===== src/rtl/voice_segment_histogram_match_assert.svh =====
// ---------------------------------------------------------------------------
// Assertion macros for the voice segment histogram matcher
// ---------------------------------------------------------------------------
`ifndef VOICE_SEGMENT_HISTOGRAM_MATCH_ASSERT_SVH
`define VOICE_SEGMENT_HISTOGRAM_MATCH_ASSERT_SVH

// Same-cycle implication, clocked on clk_i, off while in reset
`define VSHM_ASSERT_IMP(lbl, ante, cons, msg) \
  lbl: assert property (@(posedge clk_i) disable iff (!rst_ni) (ante) |-> (cons)) \
    else $error(msg);

// Next-cycle implication
`define VSHM_ASSERT_NXT(lbl, ante, cons, msg) \
  lbl: assert property (@(posedge clk_i) disable iff (!rst_ni) (ante) |=> (cons)) \
    else $error(msg);

`endif


===== src/rtl/vshm_pkg.sv =====
// ---------------------------------------------------------------------------
// vshm_pkg
// Shared constants, register codes and divider bundles of the matcher.
// ---------------------------------------------------------------------------
`default_nettype none

package vshm_pkg;

  // Geometry
  localparam int unsigned BINS        = 100;
  localparam int unsigned BLOCK_LEN   = 128;
  localparam int unsigned MAX_SAMPLES = 65536;

  localparam int unsigned BinW   = $clog2(BINS);
  localparam int unsigned FillW  = $clog2(BLOCK_LEN);
  localparam int unsigned CntW   = $clog2(BLOCK_LEN + 1);
  localparam int unsigned PosW   = $clog2(MAX_SAMPLES) + 1;

  // Field widths
  localparam int unsigned SmpW   = 16;
  localparam int unsigned EnW    = 23;
  localparam int unsigned LenW   = 16;
  localparam int unsigned NumSegW = 3;
  localparam int unsigned ScoreW = 15;
  localparam int unsigned SegW   = 14;
  localparam int unsigned TotW   = 16;
  localparam int unsigned FracW  = 8;

  // Memory words
  localparam int unsigned AW_A   = CntW + SegW;   // {block count, segment bin}
  localparam int unsigned AW_B   = 2 * TotW;      // {total bin, template bin}

  // Divider
  localparam int unsigned NumW   = TotW + FracW;
  localparam int unsigned DenW   = TotW + 1;

  // Configuration port
  localparam int unsigned CfgIdxW  = 4;
  localparam int unsigned CfgDataW = 23;

  typedef enum logic [CfgIdxW-1:0] {
    CFG_QUIET_LEVEL  = 4'd0,
    CFG_START_LEVEL  = 4'd1,
    CFG_STOP_LEVEL   = 4'd2,
    CFG_MIN_SEGMENT  = 4'd3,
    CFG_MAX_SEGMENT  = 4'd4,
    CFG_MAX_SEGMENTS = 4'd5,
    CFG_SCORE_LIMIT  = 4'd6,
    CFG_MIN_GOOD     = 4'd7
  } cfg_idx_e;

  // Register reset values
  localparam logic [EnW-1:0]     RstQuiet   = 23'd163840;
  localparam logic [EnW-1:0]     RstStart   = 23'd262144;
  localparam logic [EnW-1:0]     RstStop    = 23'd196608;
  localparam logic [LenW-1:0]    RstMinSeg  = 16'd5000;
  localparam logic [LenW-1:0]    RstMaxSeg  = 16'd9000;
  localparam logic [NumSegW-1:0] RstMaxSegs = 3'd5;
  localparam logic [ScoreW-1:0]  RstLimit   = 15'd10240;
  localparam logic [NumSegW-1:0] RstMinGood = 3'd2;

  typedef struct packed {
    logic            start;
    logic [NumW-1:0] num;
    logic [DenW-1:0] den;
  } div_req_t;

  typedef struct packed {
    logic            busy;
    logic            done;
    logic [NumW-1:0] quo;
  } div_rsp_t;

endpackage

`default_nettype wire


===== src/rtl/vshm_div.sv =====
// ---------------------------------------------------------------------------
// vshm_div
// Restoring divider, one quotient bit per cycle, unsigned.
// ---------------------------------------------------------------------------
`default_nettype none

module vshm_div (
  input  wire                 clk_i,
  input  wire                 rst_ni,
  input  vshm_pkg::div_req_t  req_i,
  output vshm_pkg::div_rsp_t  rsp_o
);

  localparam int unsigned NumW = vshm_pkg::NumW;
  localparam int unsigned DenW = vshm_pkg::DenW;
  localparam int unsigned StW  = $clog2(NumW);

  logic [NumW-1:0] num_q;   // numerator shifts out, quotient shifts in
  logic [DenW-1:0] den_q;
  logic [DenW-1:0] rem_q;
  logic [StW-1:0]  step_q;
  logic            busy_q;
  logic            done_q;

  logic [DenW:0]   rem_sh;
  logic            fits;

  // Trial subtract
  assign rem_sh = {rem_q, num_q[NumW-1]};
  assign fits   = rem_sh >= {1'b0, den_q};

  always_ff @(posedge clk_i or negedge rst_ni) begin
    if (!rst_ni) begin
      num_q  <= '0;
      den_q  <= '0;
      rem_q  <= '0;
      step_q <= '0;
      busy_q <= 1'b0;
      done_q <= 1'b0;
    end else begin
      done_q <= 1'b0;
      if (req_i.start) begin
        num_q  <= req_i.num;
        den_q  <= req_i.den;
        rem_q  <= '0;
        step_q <= StW'(NumW - 1);
        busy_q <= 1'b1;
      end else if (busy_q) begin
        rem_q  <= fits ? DenW'(rem_sh - {1'b0, den_q}) : rem_sh[DenW-1:0];
        num_q  <= {num_q[NumW-2:0], fits};
        step_q <= step_q - 1'b1;
        if (step_q == '0) begin
          busy_q <= 1'b0;
          done_q <= 1'b1;
        end
      end
    end
  end

  assign rsp_o.busy = busy_q;
  assign rsp_o.done = done_q;
  assign rsp_o.quo  = num_q;

endmodule

`default_nettype wire


===== config.mk =====
export PLATFORM = sky130hd
export DESIGN_NAME = vshm_div
export DESIGN_NICKNAME = d
export VERILOG_FILES = /design/src/rtl/voice_segment_histogram_match_assert.svh /design/src/rtl/vshm_pkg.sv /design/src/rtl/vshm_div.sv
export SDC_FILE = /design/constraint.sdc
export NUM_CORES = 1
export LEC_CHECK = 0
export ABC_AREA = 0
export ABC_CLOCK_PERIOD_IN_PS = 6000
export BUFFER_PORTS_ARGS = -buffer_cell sky130_fd_sc_hd__buf_2
export CORE_UTILIZATION = 51
export DETAILED_ROUTE_END_ITERATION = 12
export PLACE_DENSITY_LB_ADDON = 0.1
export SETUP_SLACK_MARGIN = 0.1
export SLEW_MARGIN = 20
export SYNTH_ARGS = -nofsm -noshare
export SYNTH_HDL_FRONTEND = slang
export SYNTH_SLANG_ARGS = --single-unit

===== constraint.sdc =====
create_clock -name clk_i -period 6 [get_ports clk_i]
set_clock_uncertainty 0.15 [all_clocks]
set_input_delay 0.3 -clock clk_i [delete_from_list [all_inputs] [get_ports clk_i]]
set_output_delay 0.3 -clock clk_i [all_outputs]
set_load 0.005 [all_outputs]

==> Yosys cells after proc, flatten, opt, wreduce, memory -nomap -nowiden <==
Cells that the tools add are included.
{ "classes": {"addsub": 2, "muxes": 13, "n_reduce_logical": 2, "magnitude_cmp": 1} }
{ "ops": {"columns": ["operator", "count"], "rows": [
  ["two-way mux 17 bit", 3],
  ["two-way mux 24 bit", 2],
  ["greater-or-equal comparator 18 x 17 -> 1 bit", 1],
  ["subtractor 17 bit", 1],
  ["two-way mux 5 bit", 2],
  ["two-way mux 1 bit", 6],
  ["logical NOT 5 bit", 1],
  ["subtractor 5 x 1 -> 5 bit (second input constant)", 1],
  ["nonzero test 2 bit", 1]
]} }
{ "word_totals": {"word_cells": 24, "regBits": 65, "out_inout_bits": 26} }

==> Logic depth before layout (Yosys ltp) <==
{ "logic_depth": {"word_depth": 4, "depth_mapped": 10, "mapped_depth_nobuf": 9} }

==> Worst setup path before layout <==
No wires, ideal clock.
{ "synth_timing": {"kind": "flip-flop to flip-flop", "startpoint": "register num_q[23]", "endpoint": "register rem_q[16]", "setup_ns": 0.130, "path_stages_with_launch": 11, "t_arrival_ns": 2.271, "path_buffers": 1, "slack_ns": 3.450, "path_cell_list": "dfrtp_1 -> inv_1 -> ha_1 -> fa_1 -> nand2b_1 -> a21o_1 -> a2111oi_2 -> nor3_1 -> buf_2 -> a41oi_1 -> o31ai_1"} }
{ "synth_between": {"elab_chain_cells": 4, "elab_cells_between_ends": 5, "classes_between": "add/sub (1); order compare (1); mux (3)"} }
{ "synth_rtl": {"columns": ["element", "line", "source"], "rows": [
  ["start, declared", "vshm_div.sv:18", "logic [NumW-1:0] num_q;"],
  ["start signal, assigned", "vshm_div.sv:43", "num_q <= req_i.num;"],
  ["start signal, assigned", "vshm_div.sv:50", "num_q <= {num_q[NumW-2:0], fits};"],
  ["subtractor 17 bit / greater-or-equal comparator 18 x 17 -> 1 bit (equally long branches)", "vshm_div.sv:49, vshm_div.sv:30", null],
  ["two-way mux 17 bit *", "vshm_div.sv:49", "rem_q <= fits ? DenW'(rem_sh - {1'b0, den_q}) : rem_sh[DenW-1:0];"],
  ["two-way mux 17 bit *", "vshm_div.sv:48", "end else if (busy_q) begin"],
  ["two-way mux 17 bit *", "vshm_div.sv:42", "if (req_i.start) begin"],
  ["end signal, assigned", "vshm_div.sv:49", null],
  ["end, declared", "vshm_div.sv:20", "logic [DenW-1:0] rem_q;"]
]} }
Mark *: on every way between the ends. The rest lies on a longest branch, timed or not. The select of a mux whose other input is x is not followed.
A chain may end at the register's enable or synchronous reset.

==> Worst setup path after layout <==
{ "layout_timing": {"startpoint": "register num_q[23]", "endpoint": "register rem_q[13]"} }
The elaborated chain is that of the path after synthesis.

==> reports/qor.yml <==
layout:
  fin_nets: 555
  fin_area_mm2: 0.00450
  diodes: 0
  syn_to_final_growth_pct: 15.4
  finish.utilization_pct: 61.4
  drive_gt1_share_pct: 21.2
pwr:
  leakagePower_uw: 0.00227
  power_uw: 1600
  vdd_drop_max_mv: 0.185
  p_per_area_mw_per_mm2: 356
setup_path:
  cp_slowest_stage_delay_ns: 0.40
  r2r-start: "num_q[23]"
  crit_chain: "inv_1, ha_1, fa_1, nand2b_1, a21o_1, a2111oi_2, nor3_2, buf_4, a311o_1, a31oi_1"
  worstSetupStartpoint: "num_q[23]"
  path_delay_family: "compound AO/OA/AOI/OAI gates"
  crit_path_max_fanout: 14
  path_class: "reg -> reg"
  critPathSlowestCell: "a2111oi_2"
  startpoint_type: "flop"
  worstPathRequired_ns: 6.11
  cp_num_buf_inv: 2
  crit_arrival_ns: 3.05
  worst_setup_path_end_kind: "flop"
die:
  num_rows: 31
  die-width_um: 89.5
  ioPinCount: 70
  dieArea_mm2: 0.00800
  start_util_pct: 53.2
  fp.coreArea_mm2: 0.00733
  die_y_um: 89.5
timing:
  setup_viol: 0
  fin_hold_ws_ns: -0.0189
  period_share_pct: 49.0
  max_freq_mhz: 340
  slew_violations: 0
  tns_ns: 0
  finalHoldViolations: 14
  post-route-min-period_ns: 2.94
  rsz0062_at_grt: "false"
  tightest_slew_ns: 0.842
  maxSlewHeadroom_pct: 43.9
  worst_slack_ns: 3.06
routing:
  dr.pass1.iters: 4
  dr.first_iter.drc_count: 210
  wl_met1_um: 4200
  viasPerCell: 5.48
  wl_met2_um: 4000
  antenna_left: 0
  via_count: 3257
  drt_wl_total_um: 8520
  drc: 0
  highest_layer: "met4"
  wl_per_cell_um: 14.4
  dr_wl_met3_um: 216
global_route:
  grt.total_usage_pct: 22.7
  antenna_found_initial: 0
  grt_max_degree: 71
  grt_pass1_wl_um: 13900
  grt_overflow: 0
  grt_pass1_vias: 2994
cts:
  path_clk_slew_ns: 0.07
  htreeDepth: 3
  cts_root_buffer: "clkbuf_8"
  cts_hold_buf: 3
  cts_max_path_buffers: 2
  cts_inserted_buffers: 9
  cts_setup_buffers: 0
  cts_tree: "yes"
  worstSkewPairLatency_ns: 0.34
  post_cts_resized: 0
  clock-sinks: 65
yosys:
  synth.area.top_cells: "dfrtp_1, o21ai_0, nand2_1"
  syn_area_per_cell_um2: 9.07
  postSynthCellCount: 430
  yosysSeqAreaShare_pct: 41.7
  yosysTopAreaCell: "dfrtp_1"
  synth_top_cell_area_share_pct: 41.7
  synth_edf_count: 0
  ys_ff_latch: 65
  syn_nets: 494
  synth.distinct_cells: 55
  synth_common_cells: "nand2_1, dfrtp_1, o21ai_0, mux2i_1, a21oi_1"
  synth_warnings: 0
  post-synth-top-count-cell: "nand2_1"
  synth-async-reset-ratio_pct: 100
  synth_area_mm2: 0.00390
  ys.flop_type: "dfrtp_1"
placement:
  place.gp.congestion: 0.888
  dp_slack_ns: 3.07
  place_area_mm2: 0.00428
  portBuffers: 69
  hpwlAfterDp_um: 5880
hold_path:
  hp-class: "in -> async"
outcome:
  status: "complete, but fails checks"
  violations: "negative hold slack"
run:
  maxCapViolations: 0
[flip-flops by register name, indices dropped and copies added (netlist names)]
| signal | cells |
|---|---|
| num_q | 24 |
| den_q | 17 |
| rem_q | 17 |
| step_q | 5 |
| busy_q | 1 |
| done_q | 1 |
[placed cells by master (no fill, tap or decap), drive strengths merged, types with 4 or more instances in the layout]
cell	n
o21ai	55
a31oi	5
dfrtp	65
xnor2	7
o31ai	4
nor3	6
nand2	73
o211ai	4
a311oi	10
inv	21
nand4	4
buf	73
nand2b	8
mux2i	25
nor2b	5
clkbuf	10
a21o	5
nor2	18
o21a	5
and3	4
a21oi	22
ha	19
xor2	5
[power by group]
part / internal [uW] / switching, uW
clock network: 200 / 172
registers: 504 / 49.5
logic: 283 / 394
[cells by family (layout without fill, tap and decap cells)]
kind of cell / count (synthesis) / count (layout) / share of synthesized area [%]
buf+inv: 47 / 112 / 5.32
simple gates: 132 / 132 / 16.0
mux: 26 / 26 / 6.70
fa+ha+maj: 20 / 20 / 6.61
compound gates: 128 / 128 / 21.0
flops: 65 / 65 / 41.7
xor+xnor: 12 / 12 / 2.69
[per-layer routing]
metal,track usage [%],vias to the layer above
li1,-,1645
met1,31.6,1548
met2,35.8,54
met3,3.79,10
met4,7.79,0
met5,0,-
[stage by stage]
stage	std cells	hold slack, ns
6_report	594	-0.0189
5_1_grt	594	0.0119
4_1_cts	594	0.000372
3_5_place_dp	576	0.353
3_3_place_gp	576	0.344
2_1_floorplan	430	-0.146
[worst paths after layout]
path,endpoint,slack [ns],depth (start not counted)
max,rem_q[13],3.06,10
min,den_q[6],-0.02,2
max reg2reg,rem_q[13],3.06,10
min reg2reg,den_q[0],0.36,1
max in group asynchronous,busy_q,5.14,2
min in group clk_i,num_q[14],0.01,3
[final cells by class]
class                   instances  area [um^2]
inverters                      21         78.8
clock inverters                 5         56.3
fillers                       685         2830
flip-flops and latches         65         1630
clock buffers                  10          138
multi-input cells             318         2070
well taps                      99          124
repair buffers                 76          405
No activity file was read; power rests on OpenSTA's default activity.
