<file path="src/rtl/voice_segment_histogram_match_assert.svh">
// ---------------------------------------------------------------------------
// Assertion macros for the voice segment histogram matcher
// ---------------------------------------------------------------------------
`ifndef VOICE_SEGMENT_HISTOGRAM_MATCH_ASSERT_SVH
`define VOICE_SEGMENT_HISTOGRAM_MATCH_ASSERT_SVH

// Same-cycle implication, clocked on clk_i, off while in reset
`define VSHM_ASSERT_IMP(lbl, ante, cons, msg) \
  lbl: assert property (@(posedge clk_i) disable iff (!rst_ni) (ante) |-> (cons)) \
    else $error(msg);

// Next-cycle implication
`define VSHM_ASSERT_NXT(lbl, ante, cons, msg) \
  lbl: assert property (@(posedge clk_i) disable iff (!rst_ni) (ante) |=> (cons)) \
    else $error(msg);

`endif

</file>
<file path="src/rtl/vshm_ram.sv">
// ---------------------------------------------------------------------------
// vshm_ram
// Simple dual-port RAM: one write port, one read port, registered read.
// ---------------------------------------------------------------------------
`default_nettype none

module vshm_ram #(
  parameter int unsigned Width = 8,
  parameter int unsigned Depth = 16
) (
  input  wire                      clk_i,
  input  wire                      we_i,
  input  wire  [$clog2(Depth)-1:0] waddr_i,
  input  wire  [Width-1:0]         wdata_i,
  input  wire  [$clog2(Depth)-1:0] raddr_i,
  output logic [Width-1:0]         rdata_o
);

  logic [Width-1:0] mem_q [Depth];

  always_ff @(posedge clk_i) begin
    if (we_i) begin
      mem_q[waddr_i] <= wdata_i;
    end
    rdata_o <= mem_q[raddr_i];
  end

endmodule

`default_nettype wire

</file>
<file path="config.mk">
export PLATFORM = sky130hd
export DESIGN_NAME = vshm_ram
export DESIGN_NICKNAME = d
export VERILOG_FILES = /design/src/rtl/voice_segment_histogram_match_assert.svh /design/src/rtl/vshm_ram.sv
export SDC_FILE = /design/constraint.sdc
export NUM_CORES = 1
export LEC_CHECK = 0
export BUFFER_PORTS_ARGS = -buffer_cell sky130_fd_sc_hd__buf_2
export CAP_MARGIN = 10
export CORE_MARGIN = 2
export CORE_UTILIZATION = 51
export CTS_BUF_LIST = sky130_fd_sc_hd__clkbuf_16
export CTS_CLUSTER_SIZE = 24
export DETAILED_ROUTE_END_ITERATION = 6
export GPL_ROUTABILITY_DRIVEN = 0
export GPL_TIMING_DRIVEN = 0
export MAX_ROUTING_LAYER = met4
export PLACE_DENSITY = 0.76
export SLEW_MARGIN = 20
export SYNTH_ARGS = -nofsm -noshare
export SYNTH_HDL_FRONTEND = slang
export SYNTH_SLANG_ARGS = --single-unit
</file>
<file path="constraint.sdc">
create_clock -name clk_i -period 1.7 [get_ports clk_i]
set_input_delay 0.085 -clock clk_i [delete_from_list [all_inputs] [get_ports clk_i]]
set_output_delay 0.085 -clock clk_i [all_outputs]
set_load 0.01 [all_outputs]
</file>
[Yosys cells after proc, flatten, opt, wreduce, memory -nomap -nowiden]
Memory sizes are Yosys's and may differ from the RTL's. A register that Yosys moved wholly into a read port is not among the register bits.
Index checks and enable logic that the tools add are counted.
Widths: inputs -> output; s select.
Word-level totals
  logic and storage cells: 3
  bits in registers: 0
  bits in writable memories: 128
  memories kept: 1
  bits in latches: 0
  output and inout bits: 8
  memory bits (read-only): 0
  bits of input ports: 18
Memories
  mem_q: depth 16, bits a word 8, read ports 1, clocked after Yosys merged registers in 1, write ports 1, line vshm_ram.sv:19  | logic [Width-1:0] mem_q [Depth];
Cells by class
  bitwise operators: 0
  add/subtract/negate cells: 0
  reductions and logical operators: 0
  eq/ne operators: 0
  mux-type cells: 2
  order comparisons: 0
  divide/modulo/power cells: 0
  shifts and indexed selects: 0
  multipliers: 0
Operators by type and width (count)
  $mux 1: 2

[Longest topological paths before layout]
Gate-level depths: netlist (run 1).
  word-level depth: 2
  depth in mapped cells: 5

[Worst setup path after synthesis (run 1)]
No wires, ideal clock.
  path type: input-to-reg
  from: input port waddr_i[2]
  to: memory mem_q[0][0] (enable)
  path slack: 0.122 ns
  library setup time: 0.383 ns
  path buffers: 0
  arrival: 1.195 ns
  data required time: 1.317 ns
  stages on the path: 2
  cells stage by stage: or3b_2 -> nor3_1
RTL lines
  start, declared: line vshm_ram.sv:13  | input wire [$clog2(Depth)-1:0] waddr_i,
  end, declared: line vshm_ram.sv:19
No word-level cell before the write port.

==> results.sh, run 1 <==
export IMPL_cts_root_buf="clkbuf_16"
export IMPL_grtUsageTotal=0.200
export IMPL_cts_sinks=136
export IMPL_cts_setup_buffers=0
export IMPL_slew_viol_final=0
export IMPL_leakagePower_uw=0.00202
export IMPL_worstPathRequired_ps=1980
export IMPL_fmax_ghz=0.639
export IMPL_fp_dieArea_um2=10900
export IMPL_path_cells="mux4_1, a22oi_1, nand2_1"
export IMPL_insertion_delay_ps=410
export IMPL_final_common_cell="edfxtp_1"
export IMPL_die_y_um=104
export IMPL_grt_use_met1=0.266
export IMPL_grt_busiest_layer="met2"
export IMPL_finalCritPeriodShare=0.920
export IMPL_core_um2=9770
export IMPL_antenna_found_initial=0
export IMPL_startpoint_type="flop"
export IMPL_finClkSkew_ps=6.01
export IMPL_drt_wirelength_per_cell_um=23.3
export IMPL_pin_count=26
export IMPL_crit_path_end="rdata_o[0]"
export IMPL_synth_avg_cell_area_um2=22.5
export IMPL_worstPathMaxFanout=1
export IMPL_maxCapViolCount=0
export IMPL_synth_area_mux_share=0.150
export IMPL_synthesis_nets=247
export IMPL_use_met2=0.306
export IMPL_rr_endpoint="rdata_o[0]"
export IMPL_crit_start="mem_q[1][0]"
export IMPL_routed_via_density=5.76
export IMPL_clockBufferDepth=2
export IMPL_rows=36
export IMPL_grt_pass1_wl_um=14700
export IMPL_drt_wl_total_um=9730
export IMPL_cp_arrival_ps=1850
export IMPL_max_stage_delay_ps=560
export IMPL_synth_seq_area_share=0.778
export IMPL_power_density_nw_per_um2=1250
export IMPL_synth_cell_area_um2=5150
export IMPL_hold_buffers=0
export IMPL_tightest_slew_ps=865
export IMPL_max_slew_margin=0.421
export IMPL_endpoint_kind="flop"
export IMPL_synth_top_family_by_area="multiplexers"
export IMPL_rsz0062_at_grt="false"
export IMPL_ff2ff_setup_slack_ps=140
export IMPL_ctsResizeCount=0
export IMPL_synth_compound_area_share=0.0233
export IMPL_setup_viol=0
export IMPL_die_x_um=104
export IMPL_finalPower_uw=7490
export IMPL_synthXorXnorAreaFrac=0
export IMPL_crit_type="flop to flop"
export IMPL_cts_tree="yes"
export IMPL_postRouteAntennaNets=0
export IMPL_grt_max_degree=17
export IMPL_cts_buffers=17
export IMPL_drc=0
export IMPL_ir_drop_v=0.000815
export IMPL_holdWs_ps=80.5
export IMPL_synth_distinct_cells=19
export IMPL_antenna_diode_count=0
export IMPL_dr_pass1_iters=4
export IMPL_initial_core_util=0.527
export IMPL_syn_inst=229
export IMPL_ys_seq_elements=136
export IMPL_yosys_area_share_simple=0.0318
export IMPL_syn_to_final_growth_pct=16.5
export IMPL_run_status="complete, no violations"
export IMPL_nets=290
export IMPL_period_minus_slack_ps=1560
export IMPL_r2r_start="mem_q[1][0]"
export IMPL_place_hpwl_um=6060
export IMPL_worstHoldPathType="input pin to flop"
export IMPL_final_cell_mix="edfxtp_1 (128), buf_2 (27), mux4_2 (18)"
export IMPL_yosysWarnings=0
export IMPL_use_met3=0.0489
export IMPL_drtIter0Drc=241
export IMPL_io_buffers=24
export IMPL_r2r_cells=3
export IMPL_hold_viol=0
export IMPL_synthAdderAreaFrac=0
export IMPL_grt_pass1_vias=2461
export IMPL_clkSlewWorstSetupHoldPaths_ps=60
export IMPL_drive_gt1_frac=0.289
export IMPL_num_vias=2401
export IMPL_htreeDepth=4
export IMPL_cpMaxStageDelayCell="mux4_1"
export IMPL_grt_overflow_total=0
## cells by family after synthesis
kind of cell / after synthesis
AOI/OAI and AO/OA: 16
buffers and inverters: 10
muxes: 32
DFF: 136
and+or+nand+nor: 35
## power by group
part	switching [uW]	leakage, uW	internal [uW]
Combinational	219	0.000520	149
Sequential	18.1	0.00122	3750
Clock	1250	0.000278	2100
## synthesized netlist by cell type (all sizes together)
library cell	number	area [um2]
a22oi	16	120
clkdlybuf4s25	3	30.0
and2	1	6.26
mux4	32	773
nor2b	1	6.26
and2b	1	7.51
nand2b	2	12.5
nor2	13	48.8
edfxtp	128	3840
buf	7	56.3
nand2	9	33.8
nor3	4	20.0
nand3	1	5.00
or3b	1	8.76
dfxtp	8	160
nand3b	2	15.0
## state kept, by name, summed over array words and instances, names as in the netlist
register	flops
mem_q	128
rdata_o	8
## how the worst min path moves through the flow
stage / startpoint / end / slack (ps) / cells past startpoint
2_1_floorplan: wdata_i[0] / mem_q[0][0] / 180 / 0
3_3_place_gp: wdata_i[5] / mem_q[4][5] / 470 / 1
3_5_place_dp: rdata_o[2] / rdata_o[2] / 480 / 1
4_1_cts: wdata_i[5] / mem_q[15][5] / 60 / 1
5_1_grt: wdata_i[5] / mem_q[15][5] / 70 / 1
6_report: wdata_i[5] / mem_q[4][5] / 80 / 1
## routing by layer
metal / part of all wire / vias up
met2: 0.50 / 94
li1: - / 1058
met5: 0 / -
met1: 0.42 / 1238
met3: 0.068 / 11
met4: 0.012 / 0
## critical path, delay by kind of cell (launching register included)
family           cells  cell delay [ps]
AND/OR/NAND/NOR      1              110
flip-flops           1              370
AO/OA/AOI/OAI        1              400
multiplexers         1              560
## cell type report
type | count | area, um2
plain buffers | 10 | 86.3
flip-flops and latches | 136 | 4000
multi-input cells | 83 | 1080
well taps | 133 | 166
fillers | 689 | 3780
clock buffers | 17 | 425
clock inverters | 14 | 119
repair buffers | 24 | 120
## stage by stage
stage               setup slack, ps  cell area, um2  std cells  setup TNS [ps]  utilization
floorplan                       122            5150        229               0            -
global placement               -409            5430        386           -5460        0.556
detailed placement            -79.8            5450        386           -1200        0.558
CTS                             215            6000        417               0        0.614
global route                    162            6000        417               0        0.614
finish                          136            6000        417               0        0.614
Power figures use the tool's default switching activity.
==> run 2: changes to the inputs <==
CORE_ASPECT_RATIO = 1.1   (was unset)
REMOVE_ABC_BUFFERS = 1   (was unset)
==> run 2 against run 1 <==
Against the previous run:
- sequential share of layout area is 1.0 points higher
- fmax is 8.4% higher
- core utilization is 1.3 points lower
- via count is 0.58% lower
- clock-buffer cell count stayed put
- non-clock buffer count is 9 lower
- clock power is 1% higher
- worst hold slack worse by 23 ps
- sequential power hardly changed
- total power is 0.15% higher
- register-to-register slack better by 120 ps
- combinational power is 9.2% lower
- largest power group unchanged
- highest routed layer unchanged
==> results.sh, run 2 (same netlist as run 1, synthesis figures left out) <==
export IMPL_cts_setup_buffers=0
export IMPL_die_y_um=109
export IMPL_drc=0
export IMPL_period_minus_slack_ps=1440
export IMPL_run_status="complete, no violations"
export IMPL_postRouteAntennaNets=0
export IMPL_startpoint_type="flop"
export IMPL_reg_largest_list="mem_q x128, rdata_o x8"
export IMPL_grt_use_met1=0.265
export IMPL_place_hpwl_um=5690
export IMPL_grtUsageTotal=0.200
export IMPL_leakagePower_uw=0.00199
export IMPL_drt_wirelength_per_cell_um=24.2
export IMPL_finClkSkew_ps=6.39
export IMPL_cts_root_buf="clkbuf_16"
export IMPL_grt_max_degree=33
export IMPL_maxCapViolCount=0
export IMPL_hold_viol=0
export IMPL_antenna_diode_count=0
export IMPL_use_met2=0.307
export IMPL_finalCritPeriodShare=0.849
export IMPL_largest_register_ffs=128
export IMPL_fin_ws_ps=256
export IMPL_antenna_found_initial=0
export IMPL_worstPathMaxFanout=1
export IMPL_r2r_start="mem_q[2][4]"
export IMPL_cp_arrival_ps=1720
export IMPL_cts_sinks=136
export IMPL_initial_core_util=0.523
export IMPL_clockBufferDepth=2
export IMPL_tightest_slew_ps=925
export IMPL_dr_pass1_iters=4
export IMPL_cts_buffers=17
export IMPL_crit_type="flop to flop"
export IMPL_grt_pass1_vias=2497
export IMPL_cts_tree="yes"
export IMPL_place_ws_ps=-416
export IMPL_ff2ff_setup_slack_ps=260
export IMPL_rsz0062_at_grt="false"
export IMPL_worstPathRequired_ps=1970
export IMPL_rows=38
export IMPL_num_vias=2387
export IMPL_ir_drop_v=0.000731
export IMPL_fp_dieArea_um2=10900
export IMPL_postLayoutCoreUtil=0.600
export IMPL_placedCellCount=364
export IMPL_pin_count=26
export IMPL_clkSlewWorstSetupHoldPaths_ps=60
export IMPL_grt_overflow_total=0
export IMPL_rr_endpoint="rdata_o[4]"
export IMPL_htreeDepth=4
export IMPL_syn_to_final_growth_pct=14.8
export IMPL_nets=281
export IMPL_final_common_cell="edfxtp_1"
export IMPL_top_register="mem_q"
export IMPL_slew_viol_final=0
export IMPL_grt_pass1_wl_um=14600
export IMPL_drive_gt1_frac=0.268
export IMPL_final_cell_mix="edfxtp_1 (128), buf_2 (24), mux4_2 (18)"
export IMPL_drt_wl_total_um=9600
export IMPL_r2r_cells=3
export IMPL_routed_via_density=6.03
export IMPL_use_met3=0.0534
export IMPL_grt_busiest_layer="met2"
export IMPL_setup_viol=0
export IMPL_endpoint_kind="flop"
export IMPL_worstHoldPathType="input pin to flop"
export IMPL_insertion_delay_ps=410
export IMPL_max_slew_margin=0.381
export IMPL_fmax_ghz=0.693
export IMPL_core_um2=9840
export IMPL_crit_path_end="rdata_o[4]"
export IMPL_power_density_nw_per_um2=1270
export IMPL_design_area_um2=5910
export IMPL_io_buffers=25
export IMPL_setup_tns_ps=0
export IMPL_crit_start="mem_q[2][4]"
export IMPL_drtIter0Drc=298
export IMPL_place_area_um2=5360
export IMPL_instances_no_fill=396
export IMPL_num_fill_cells=676
export IMPL_die_x_um=99.8
==> run 2: changes by cell type in the layout (fill, tap and decap cells not counted) <==
cell | before | now
buf_2 | 27 | 24
buf_6 | 3 | 0
clkdlybuf4s25_2 | 3 | 0
clkinv_1 | 3 | 2
clkinv_2 | 4 | 5
inv_1 | 3 | 4
==> run 2: stage by stage <==
| stage | hold WS [ps] | total power (uW) |
|---|---|---|
| 6_report | 57.0 | 7500 |
| 5_1_grt | 60.6 | 7710 |
| 4_1_cts | 49.0 | 7530 |
| 3_5_place_dp | 479 | 4170 |
| 3_3_place_gp | 467 | 4150 |
| 2_1_floorplan | 184 | 4000 |
==> run 2: worst min-delay path by stage <==
stage          startpoint     endpoint  slack, ps  cells after the start
2_1_floorplan  wdata_i[0]  mem_q[0][0]        180                      0
3_3_place_gp   wdata_i[4]  mem_q[4][4]        470                      1
4_1_cts        wdata_i[7]  mem_q[8][7]         50                      1
3_5_place_dp   rdata_o[7]   rdata_o[7]        480                      1
5_1_grt        wdata_i[4]  mem_q[2][4]         60                      1
6_report       wdata_i[7]  mem_q[8][7]         60                      1
==> run 2: per-layer routing <==
| layer | up-vias | wire length [um] |
|---|---|---|
| li1 | 1043 | - |
| met1 | 1219 | 4040 |
| met2 | 108 | 4820 |
| met3 | 17 | 584 |
| met4 | 0 | 160 |
| met5 | - | 0 |
==> run 2: what timing repair did <==
action                                  4_1_cts  5_1_grt
gates resized for setup                       1        0
hold buffers                                  0        0
endpoints found under the setup margin        2        0
==> run 2: power by group <==
| part | leakage, uW | switching (uW) | total (uW) | internal [uW] |
|---|---|---|---|---|
| sequential | 0.00122 | 18.7 | 3770 | 3750 |
| clock | 0.000286 | 1280 | 3390 | 2110 |
| combinational | 0.000476 | 200 | 334 | 134 |
| total | 0.00199 | 1500 | 7500 | 5990 |
==> run 2: cell type report <==
cell class / instances / area [um2] / share of cell area
sequential: 136 / 4000 / 0.678
clock inverter: 15 / 124 / 0.0210
multi-input combinational: 83 / 1080 / 0.182
timing repair buffer: 25 / 128 / 0.0216
tap: 120 / 150 / 0.0254
clock buffer: 17 / 425 / 0.0720
==> run 2: critical path, cell delays in order, from the launching register on <==
cell	delay (ps)
edfxtp_1	380
mux4_2	480
a22oi_1	320
nand2_1	140
==> run 3: changes to the inputs <==
clock period = 1.35 ns   (was 1.7 ns; I/O delays follow)
==> run 3 against run 2 <==
Against the previous run:
- sequential power is 26% higher
- core utilization increased by 0.31 points
- fmax increased by 7.5%
- final area rose by 0.51%
- die area did not move
- largest power group unchanged
==> results.sh, run 3 (same netlist as run 1, synthesis figures left out) <==
export IMPL_maxCapViolCount=0
export IMPL_grt_max_degree=33
export IMPL_grt_busiest_layer="met2"
export IMPL_syn_to_final_growth_pct=15.4
export IMPL_tightest_slew_ps=947
export IMPL_place_ws_ps=-748
export IMPL_antenna_diode_count=0
export IMPL_finClkSkew_ps=7.43
export IMPL_die_y_um=109
export IMPL_drive_gt1_frac=0.333
export IMPL_power_density_nw_per_um2=1590
export IMPL_endpoint_kind="flop"
export IMPL_final_common_cell="edfxtp_1"
export IMPL_use_met2=0.309
export IMPL_pin_count=26
export IMPL_htreeDepth=4
export IMPL_num_vias=2403
export IMPL_max_slew_margin=0.367
export IMPL_cts_tree="yes"
export IMPL_fmax_ghz=0.745
export IMPL_drt_wl_total_um=9750
export IMPL_rows=38
export IMPL_core_um2=9840
export IMPL_setup_viol=0
export IMPL_ff2ff_setup_slack_ps=7
export IMPL_period_minus_slack_ps=1340
export IMPL_hold_buffers=0
export IMPL_cts_root_buf="clkbuf_16"
export IMPL_fin_ws_ps=7.40
export IMPL_drt_wirelength_per_cell_um=24.6
export IMPL_grtUsageTotal=0.201
export IMPL_drtIter0Drc=268
export IMPL_rsz0062_at_grt="true"
export IMPL_cts_buffers=17
export IMPL_worstPathMaxFanout=1
export IMPL_reg_largest_list="mem_q x128, rdata_o x8"
export IMPL_place_hpwl_um=5690
export IMPL_dr_pass1_iters=4
export IMPL_largest_register_ffs=128
export IMPL_grt_pass1_vias=2508
export IMPL_cts_sinks=136
export IMPL_leakagePower_uw=0.00196
export IMPL_cts_setup_buffers=0
export IMPL_nets=281
export IMPL_crit_type="flop to flop"
export IMPL_grt_use_met1=0.266
export IMPL_ir_drop_v=0.000923
export IMPL_postRouteAntennaNets=0
export IMPL_clockBufferDepth=2
export IMPL_finalPower_uw=9470
export IMPL_top_register="mem_q"
export IMPL_use_met3=0.0534
export IMPL_insertion_delay_ps=410
export IMPL_fp_dieArea_um2=10900
export IMPL_worstPathRequired_ps=1630
export IMPL_routed_via_density=6.07
export IMPL_slew_viol_final=0
export IMPL_drc=0
export IMPL_run_status="complete, no violations"
export IMPL_cp_arrival_ps=1620
export IMPL_finalCritPeriodShare=0.995
export IMPL_grt_pass1_wl_um=14700
export IMPL_worstHoldPathType="input pin to flop"
export IMPL_antenna_found_initial=0
export IMPL_io_buffers=25
export IMPL_startpoint_type="flop"
export IMPL_final_cell_mix="edfxtp_1 (128), mux4_2 (24), buf_2 (24)"
export IMPL_die_x_um=99.8
export IMPL_initial_core_util=0.523
export IMPL_clkSlewWorstSetupHoldPaths_ps=60
export IMPL_hold_viol=0
export IMPL_grt_overflow_total=0
==> run 3: per-stage QoR <==
stage / setup TNS, ps / instance area (um2) / instances / hold WS, ps / util
global placement: -42220 / 5340 / 364 / 450 / 0.542
CTS: -865 / 5930 / 396 / 31.5 / 0.602
detailed placement: -36350 / 5360 / 364 / 462 / 0.544
finish: 0 / 5940 / 396 / 40.8 / 0.603
global route: -46.6 / 5940 / 396 / 43.1 / 0.603
floorplan: -1680 / 5060 / 219 / 166 / -
==> run 3: worst max-delay path, stage by stage (launching register included) <==
cell and delay [ps]:
edfxtp_1 370, mux4_2 490, a22oi_2 230, nand2_1 120
==> run 3: routing by layer <==
layer  wire length, um  up-vias  part of all wire
met1              4100     1259              0.42
met3               590        6             0.061
met2              4960      102              0.51
met4               102        0             0.010
met5                 0        -                 0
li1                  -     1036                 -
==> run 3: power by group <==
group	switching [uW]	internal (uW)
clock	1620	2660
sequential	24.6	4720
combinational	265	180
==> run 3: final cells by class <==
class	count	area [um2]
clock inverters	15	124
repair buffers	25	128
flip-flops and latches	136	4000
well taps	120	150
multi-input cells	83	1110
clock buffers	17	425
fillers	675	3900
==> run 3: worst paths after layout <==
kind                     start           to  depth (start not counted)
setup / recovery   mem_q[3][4]   rdata_o[4]                          3
hold / removal      wdata_i[7]  mem_q[8][7]                          1
setup reg to reg   mem_q[3][4]   rdata_o[4]                          3
hold reg to reg   mem_q[12][2]   rdata_o[2]                          3
==> run 3: timing repair <==
| action | 4_1_cts | 5_1_grt |
|---|---|---|
| resized for setup | 12 | 7 |
| hold endpoints to repair | 0 | 0 |
| pin swaps | 2 | 3 |
| endpoints found under the setup margin | 32 | 22 |
